==> src/rtl/tss_pkg.sv <==
// Shared types and constants for the tone step sequencer.
// Field widths, beat layouts and action codes used by the top level and the checker.
// Depends on nothing.
package tss_pkg;

  // Widths of the beat fields.
  localparam int ACTION_W = 2;
  localparam int INDEX_W  = 4;
  localparam int FREQ_W   = 16;
  localparam int DUR_W    = 16;
  localparam int LEN_W    = 5;

  // Bus widths; the tdata widths are padded to whole bytes.
  localparam int S_TDATA_W = 48;
  localparam int S_TUSER_W = 2;
  localparam int M_TDATA_W = 24;

  // Bit positions of the fields within the input tdata.
  localparam int IDX_LSB  = 0;
  localparam int FREQ_LSB = IDX_LSB + INDEX_W;
  localparam int DUR_LSB  = FREQ_LSB + FREQ_W;
  localparam int LEN_LSB  = DUR_LSB + DUR_W;

  // Bit positions of the fields within the output tdata.
  localparam int SOUND_BIT = FREQ_W;
  localparam int BUSY_BIT  = FREQ_W + 1;
  localparam int OUT_PAD_W = M_TDATA_W - FREQ_W - 2;

  // Kind of an input beat, carried on tuser.
  typedef enum logic [ACTION_W-1:0] {
    ACT_LOAD  = 2'd0,
    ACT_START = 2'd1,
    ACT_TICK  = 2'd2,
    ACT_STOP  = 2'd3
  } action_t;

  // One entry of the step table.
  typedef struct packed {
    logic [FREQ_W-1:0] freq;
    logic [DUR_W-1:0]  dur;
  } step_entry_t;

  localparam int ENTRY_W = FREQ_W + DUR_W;

endpackage

==> src/rtl/tss_ram.sv <==
// Generic single-port-write, single-port-read RAM with a registered read.
// Width and depth are parameters; contents are undefined until written.
// Depends on nothing.
module tss_ram #(
  parameter int WIDTH = 32,
  parameter int DEPTH = 16
) (
  input  logic                                    clk,
  input  logic                                    we,
  input  logic [((DEPTH > 1) ? $clog2(DEPTH) : 1)-1:0] waddr,
  input  logic [WIDTH-1:0]                        wdata,
  input  logic                                    re,
  input  logic [((DEPTH > 1) ? $clog2(DEPTH) : 1)-1:0] raddr,
  output logic [WIDTH-1:0]                        rdata
);

  logic [WIDTH-1:0] mem [DEPTH];

  // Write port.
  always_ff @(posedge clk) begin
    if (we) begin
      mem[waddr] <= wdata;
    end
  end

  // Registered read port; the data holds while no read is issued.
  always_ff @(posedge clk) begin
    if (re) begin
      rdata <= mem[raddr];
    end
  end

endmodule

==> src/rtl/tone_step_sequencer_unit.sv <==
// Tone step sequencer: top level, holding the step table RAM and the playback state.
// Depends on tss_pkg and tss_ram.
// Pipeline: an accepted beat passes the stage register, where its table read completes,
// then the output register. Throughput: one beat per cycle while the output is not stalled;
// the table read is issued at acceptance and used as the beat leaves the stage, with the
// step pointer forwarded from the beat ahead of it.
// Reset (rst, synchronous): the sequencer is idle and muted, the pipeline is empty;
// the step table is not cleared and needs no clearing pass.
module tone_step_sequencer_unit #(
  parameter int MAX_STEPS = 16
) (
  input  logic                           clk,
  input  logic                           rst,
  // Input stream.
  input  logic                           s_tvalid,
  output logic                           s_tready,
  // step_index[3:0], step_freq[19:4], step_duration[35:20], seq_length[40:36], zeros
  input  logic [tss_pkg::S_TDATA_W-1:0]  s_tdata,
  // action[1:0]
  input  logic [tss_pkg::S_TUSER_W-1:0]  s_tuser,
  // Output stream.
  output logic                           m_tvalid,
  input  logic                           m_tready,
  // tone_freq[15:0], sounding[16], busy_res[17], zeros
  output logic [tss_pkg::M_TDATA_W-1:0]  m_tdata
);

  localparam int IDX_W = (MAX_STEPS > 1) ? $clog2(MAX_STEPS) : 1;
  localparam int LW    = tss_pkg::LEN_W;

  // Input field extraction.
  tss_pkg::action_t            in_action;
  logic [tss_pkg::INDEX_W-1:0] in_index;
  logic [tss_pkg::FREQ_W-1:0]  in_freq;
  logic [tss_pkg::DUR_W-1:0]   in_dur;
  logic [LW-1:0]               in_len;

  assign in_action = tss_pkg::action_t'(s_tuser[tss_pkg::ACTION_W-1:0]);
  assign in_index  = s_tdata[tss_pkg::IDX_LSB +: tss_pkg::INDEX_W];
  assign in_freq   = s_tdata[tss_pkg::FREQ_LSB +: tss_pkg::FREQ_W];
  assign in_dur    = s_tdata[tss_pkg::DUR_LSB +: tss_pkg::DUR_W];
  assign in_len    = s_tdata[tss_pkg::LEN_LSB +: LW];

  // Pipeline stage holding an accepted beat while its table read completes.
  logic             s1_valid;
  tss_pkg::action_t s1_action;
  logic [LW-1:0]    s1_len;

  // Playback state.
  logic [LW-1:0]               active_length;
  logic [LW-1:0]               step_pointer;
  logic [tss_pkg::DUR_W-1:0]   time_left;
  logic                        running;
  logic [tss_pkg::FREQ_W-1:0]  current_tone;

  logic [LW-1:0]               active_length_next;
  logic [LW-1:0]               step_pointer_next;
  logic [tss_pkg::DUR_W-1:0]   time_left_next;
  logic                        running_next;
  logic [tss_pkg::FREQ_W-1:0]  current_tone_next;

  logic accept;
  logic advance;

  // Table RAM signals.
  logic                    ram_we;
  logic [IDX_W-1:0]        ram_waddr;
  tss_pkg::step_entry_t    ram_wdata;
  logic                    ram_re;
  logic [IDX_W-1:0]        ram_raddr;
  tss_pkg::step_entry_t    ram_rdata;

  // Handshake: the stage moves on when the output register is free or being emptied.
  assign advance  = s1_valid && (!m_tvalid || m_tready);
  assign s_tready = !s1_valid || advance;
  assign accept   = s_tvalid && s_tready;

  // Execute the beat in the stage against the entry read for it.
  always_comb begin
    logic [LW-1:0]             len_clamped;
    logic [tss_pkg::DUR_W-1:0] tl_dec;
    logic [LW-1:0]             ptr_inc;

    active_length_next = active_length;
    step_pointer_next  = step_pointer;
    time_left_next     = time_left;
    running_next       = running;
    current_tone_next  = current_tone;

    len_clamped = (32'(s1_len) > MAX_STEPS) ? LW'(MAX_STEPS) : s1_len;
    tl_dec      = (time_left != '0) ? time_left - 1'b1 : '0;
    ptr_inc     = step_pointer + 1'b1;

    if (advance) begin
      unique case (s1_action)
        tss_pkg::ACT_LOAD: begin
          // The table write took place at acceptance.
        end
        tss_pkg::ACT_START: begin
          if (s1_len != '0) begin
            active_length_next = len_clamped;
            step_pointer_next  = '0;
            running_next       = 1'b1;
            current_tone_next  = ram_rdata.freq;
            time_left_next     = ram_rdata.dur;
          end
        end
        tss_pkg::ACT_TICK: begin
          if (running) begin
            time_left_next = tl_dec;
            if (tl_dec == '0) begin
              if (ptr_inc >= active_length) begin
                running_next      = 1'b0;
                current_tone_next = '0;
              end else begin
                step_pointer_next = ptr_inc;
                current_tone_next = ram_rdata.freq;
                time_left_next    = ram_rdata.dur;
              end
            end
          end
        end
        tss_pkg::ACT_STOP: begin
          running_next      = 1'b0;
          current_tone_next = '0;
        end
        default: begin
        end
      endcase
    end
  end

  // Table access at acceptance: loads write, starts read entry 0, ticks read the
  // entry after the pointer as left by the beat ahead.
  always_comb begin
    ram_we         = accept && (in_action == tss_pkg::ACT_LOAD) && (32'(in_index) < MAX_STEPS);
    ram_waddr      = IDX_W'(in_index);
    ram_wdata.freq = in_freq;
    ram_wdata.dur  = in_dur;
    ram_re         = accept && ((in_action == tss_pkg::ACT_START) ||
                                (in_action == tss_pkg::ACT_TICK));
    ram_raddr      = (in_action == tss_pkg::ACT_START) ? '0
                                                       : IDX_W'(LW'(step_pointer_next + 1'b1));
  end

  tss_ram #(
    .WIDTH (tss_pkg::ENTRY_W),
    .DEPTH (MAX_STEPS)
  ) u_table (
    .clk   (clk),
    .we    (ram_we),
    .waddr (ram_waddr),
    .wdata (ram_wdata),
    .re    (ram_re),
    .raddr (ram_raddr),
    .rdata (ram_rdata)
  );

  // Stage register.
  always_ff @(posedge clk) begin
    if (rst) begin
      s1_valid <= 1'b0;
    end else if (accept) begin
      s1_valid <= 1'b1;
    end else if (advance) begin
      s1_valid <= 1'b0;
    end
    if (accept) begin
      s1_action <= in_action;
      s1_len    <= in_len;
    end
  end

  // Playback state registers.
  always_ff @(posedge clk) begin
    if (rst) begin
      active_length <= '0;
      step_pointer  <= '0;
      time_left     <= '0;
      running       <= 1'b0;
      current_tone  <= '0;
    end else begin
      active_length <= active_length_next;
      step_pointer  <= step_pointer_next;
      time_left     <= time_left_next;
      running       <= running_next;
      current_tone  <= current_tone_next;
    end
  end

  // Output register, loaded as the beat leaves the stage.
  always_ff @(posedge clk) begin
    if (rst) begin
      m_tvalid <= 1'b0;
    end else if (advance) begin
      m_tvalid <= 1'b1;
    end else if (m_tready) begin
      m_tvalid <= 1'b0;
    end
    if (advance) begin
      m_tdata <= {{tss_pkg::OUT_PAD_W{1'b0}}, running_next,
                  (current_tone_next != '0), current_tone_next};
    end
  end

endmodule

==> config.mk <==
export PLATFORM = sky130hd
export DESIGN_NAME = tone_step_sequencer_unit
export DESIGN_NICKNAME = d
export VERILOG_FILES = /design/src/rtl/tss_pkg.sv /design/src/rtl/tss_ram.sv /design/src/rtl/tone_step_sequencer_unit.sv
export SDC_FILE = /design/constraint.sdc
export NUM_CORES = 1
export LEC_CHECK = 0
export BUFFER_PORTS_ARGS = -buffer_cell sky130_fd_sc_hd__buf_2
export CAP_MARGIN = 20
export CELL_PAD_IN_SITES_DETAIL_PLACEMENT = 1
export CELL_PAD_IN_SITES_GLOBAL_PLACEMENT = 1
export CORE_MARGIN = 1
export CORE_UTILIZATION = 53
export CTS_CLUSTER_SIZE = 10
export DETAILED_ROUTE_END_ITERATION = 10
export GPL_ROUTABILITY_DRIVEN = 0
export GPL_TIMING_DRIVEN = 0
export PLACE_DENSITY = 0.78
export SLEW_MARGIN = 40
export SYNTH_ARGS = -nofsm -noshare
export SYNTH_HDL_FRONTEND = slang
export SYNTH_SLANG_ARGS = --single-unit
export TNS_END_PERCENT = 30
==> constraint.sdc <==
create_clock -name clk -period 6.1 [get_ports clk]
set_input_delay 0.915 -clock clk [delete_from_list [all_inputs] [get_ports clk]]
set_output_delay 0.915 -clock clk [all_outputs]
set_load 0.005 [all_outputs]
==> flow_summary.yaml <==
grt:
  grt_max_degree: 33
  overflow: 0
  antenna_found_initial: 5
  grt_usage_pct: 30.62
  grt_pass1_wl_mm: 111.4
  grt_pass1_vias: 17640
route:
  wl_mm: 75.49
  drt_pass1_iterations: 9
  vias: 16850
  wl_per_cell_um: 29.20
  postRouteAntennaNets: 0
  vias_per_cell: 6.518
  drc_errors: 0
  initialDrtViolationCount: 1919
synth:
  netlist-cell-type-count: 72
  synth_top_area_share_pct: 65.95
  synth-edff-count: 569
  ys_async_sr_fraction_pct: 0
  synth_top_cell_by_area: "edfxtp_1"
  ys.flop_type: "edfxtp_1"
  yosysMostFrequentCell: "edfxtp_1"
  syn-instance-count: 1743
  yosys_warnings: 0
  synth_common_cells: "edfxtp_1 (569), inv_1 (141), a22oi_1 (100), mux2_2 (98), clkbuf_1 (97)"
  synth.area.top_cells: "edfxtp_1 (66%), mux2_2 (4.3%), dfxtp_1 (3.5%), mux2i_1 (3.1%), a22oi_1 (2.9%)"
  postSynthAreaPerCell_um2: 14.86
  ys_seq_elements: 614
  ys_seq_area_share_pct: 69.43
  synth.cell_area_mm2: 0.02591
final_layout:
  nets: 2007
  layout-drive-gt1-share_pct: 21.24
  fillers: 4389
  syn2layout_area_growth_pct: 16.02
  instances_no_fill: 2585
timing:
  maxSlewViolCount: 0
  fmax_mhz: 167.5
  setup_violations: 0
  slew_headroom_pct: 43.38
  finalHoldViolations: 0
  period_share_pct: 97.86
  min_period_ns: 5.970
  fin_hold_ws_ns: 0.4638
  setup_tns_ns: 0
  tightest_slew_ns: 0.8493
  final.setup_skew_ns: 0.02127
  rsz0062_at_grt: "no"
floorplanning:
  dieWidth_um: 223.1
  dieArea_mm2: 0.04977
  io_pins: 80
  core.rowCount: 80
  coreArea_mm2: 0.04795
  start_util_pct: 54.04
  die_h_um: 223.1
clock_network:
  htree_levels: 3
  clock-sinks: 614
  clkLatencyLatePin_ns: 0.61
  cts-buffers-inserted: 72
  tritoncts: "built"
  root_buffer: "clkbuf_16"
  clkTransAtPathRegs_ns: 0.06
  cts_buffer_depth: 3
power:
  p_int_uw: 6990
  p_leak_uw: 0.01033
  peakVddDrop_uv: 321.3
  p_seq_share_pct: 52.5
  combPwrFrac_pct: 4.9
  p_per_area_mw_per_mm2: 296.2
  power_switching_uw: 1915
  clkPwrFrac_pct: 42.5
  swShare_pct: 21.51
run_status:
  outcome: "completed"
critical_path:
  cp_max_fo: 10
  cp-start-kind: "register"
  critPathCaptureType: "register"
  crit_buf_inv: 7
  setup.worst_path.class: "reg2reg"
  crit_path_max_incr_delay_ns: 0.46
  cp_top_family: "compound AO/OA/AOI/OAI gates"
  crit_path_top_delay_cell: "or3b_2"
  required_ns: 6.42
  arrival_ns: 6.29
  crit_chain: "inv_1 > ha_1 > or3b_2 > clkbuf_1 > nor4_1 > mux2_2 > o21ai_2 > nand4bb_4 > o21a_1 > o21ai_4 > inv_2 > buf_2 > ha_1 > inv_1 > nor2_2 > buf_4 > o211ai_1 > buf_4 > o32ai_1 > o21ai_0 > o211ai_1 > o32a_1"
place:
  hpwl_mm: 50.86
  dp.cells: 2474
  portBuffers: 65
run:
  drv_cap: 0
hold_path:
  worstHoldPathType: "reg2reg"
tightest hold or removal path, stage by stage, from the launching register on:
cell     delay, ns
dfxtp_1       0.31
nand2_1       0.05
a21oi_1       0.05
cell usage in the layout, fill, tap and decap left out, types with 8 or more instances in the layout:
master and count:
buf_2 87, nand2b_1 9, a222oi_1 17, mux2_2 98, a21oi_1 53, o32ai_1 36
nand3_1 8, buf_4 33, edfxtp_1 569, o211ai_1 35, nand4_1 8, buf_16 20
o32ai_2 26, nor2_4 12, dfxtp_1 45, clkbuf_1 99, nand4b_1 33, inv_1 141
nand2_1 53, nor2_1 58, ha_1 13, o32a_1 31, clkbuf_16 74, mux2i_1 81
clkbuf_2 14, xnor2_1 8, a22oi_1 100, o21ai_0 78
flip-flops by register name (all words and copies together), names as in the netlist, 2 cells and up:
signal and count:
active_length 5, current_tone 16, m_tdata 18, s1_action 2, s1_len 5, step_pointer 5, time_left 16, u_table.mem 512
u_table.rdata 32
what timing repair did:
action,CTS,global route
endpoints found under the setup margin,32,32
buffers inserted,1,5
hold buffers,0,0
resized for setup,33,15
pin swaps,3,3
hold endpoints to repair,0,0
kinds of logic after synthesis:
kind of cell / share of synthesized area [%]
simple gates: 5.370
mux: 7.432
xor+xnor: 0.4057
compound gates: 12.55
fa+ha+maj: 0.6278
other cells: 0.01447
buf+inv: 4.177
flops: 69.43
final timing paths:
| path | cells after the start | slack [ns] | startpoint | endpoint |
|---|---|---|---|---|
| worst min-delay path | 2 | 0.46 | step_pointer[4]$_SDFFE_PP0P_ | step_pointer[4]$_SDFFE_PP0P_ |
| worst min register to register | 2 | 0.46 | step_pointer[4]$_SDFFE_PP0P_ | step_pointer[4]$_SDFFE_PP0P_ |
| worst max-delay path | 22 | 0.13 | time_left[0]$_SDFFE_PP0P_ | u_table.rdata[17]$_DFFE_PP_ |
| worst max register to register | 22 | 0.13 | time_left[0]$_SDFFE_PP0P_ | u_table.rdata[17]$_DFFE_PP_ |
per-stage QoR:
step / utilization, % / worst slack [ns] / total power, uW / area (um2)
finish: 62.70 / 0.1304 / 8905 / 30060
global route: 62.69 / 0.02514 / 9109 / 30060
CTS: 62.54 / -0.0007097 / 8931 / 29980
detailed placement: 58.21 / -0.9790 / 5175 / 27910
global placement: 56.36 / -1.319 / 5140 / 27020
floorplan: - / 0.9147 / 4987 / 25930
layer usage:
layer	routed length, um	global-route usage (%)	part of all wire (%)	up-vias
met2	36700	50.42	49	822
met1	29600	39.06	39	8665
met5	26	0	0.034	-
met4	2579	11.72	3.4	4
li1	-	-	-	7169
met3	6575	7.783	8.7	190
power by group through the flow:
stage,sequential (uW),clock (uW),combinational (uW)
2_1_floorplan,4760,0,230
3_3_place_gp,4760,0,381
3_5_place_dp,4760,0,414
4_1_cts,4680,3820,432
5_1_grt,4680,3960,467
6_report,4680,3790,440
layout make-up:
| cell class | count | area, um2 | area share, % |
|---|---|---|---|
| multi-input cells | 866 | 7024 | 23.37 |
| diodes | 2 | 5.005 | 0.01665 |
| clock buffers | 99 | 1946 | 6.472 |
| flip-flops and latches | 614 | 17990 | 59.84 |
| inverters | 143 | 538.0 | 1.790 |
| plain buffers | 125 | 606.8 | 2.019 |
| well taps | 615 | 769.5 | 2.560 |
| repair buffers | 118 | 1144 | 3.804 |
| clock inverters | 3 | 40.04 | 0.1332 |
Power figures use the tool's default switching activity.
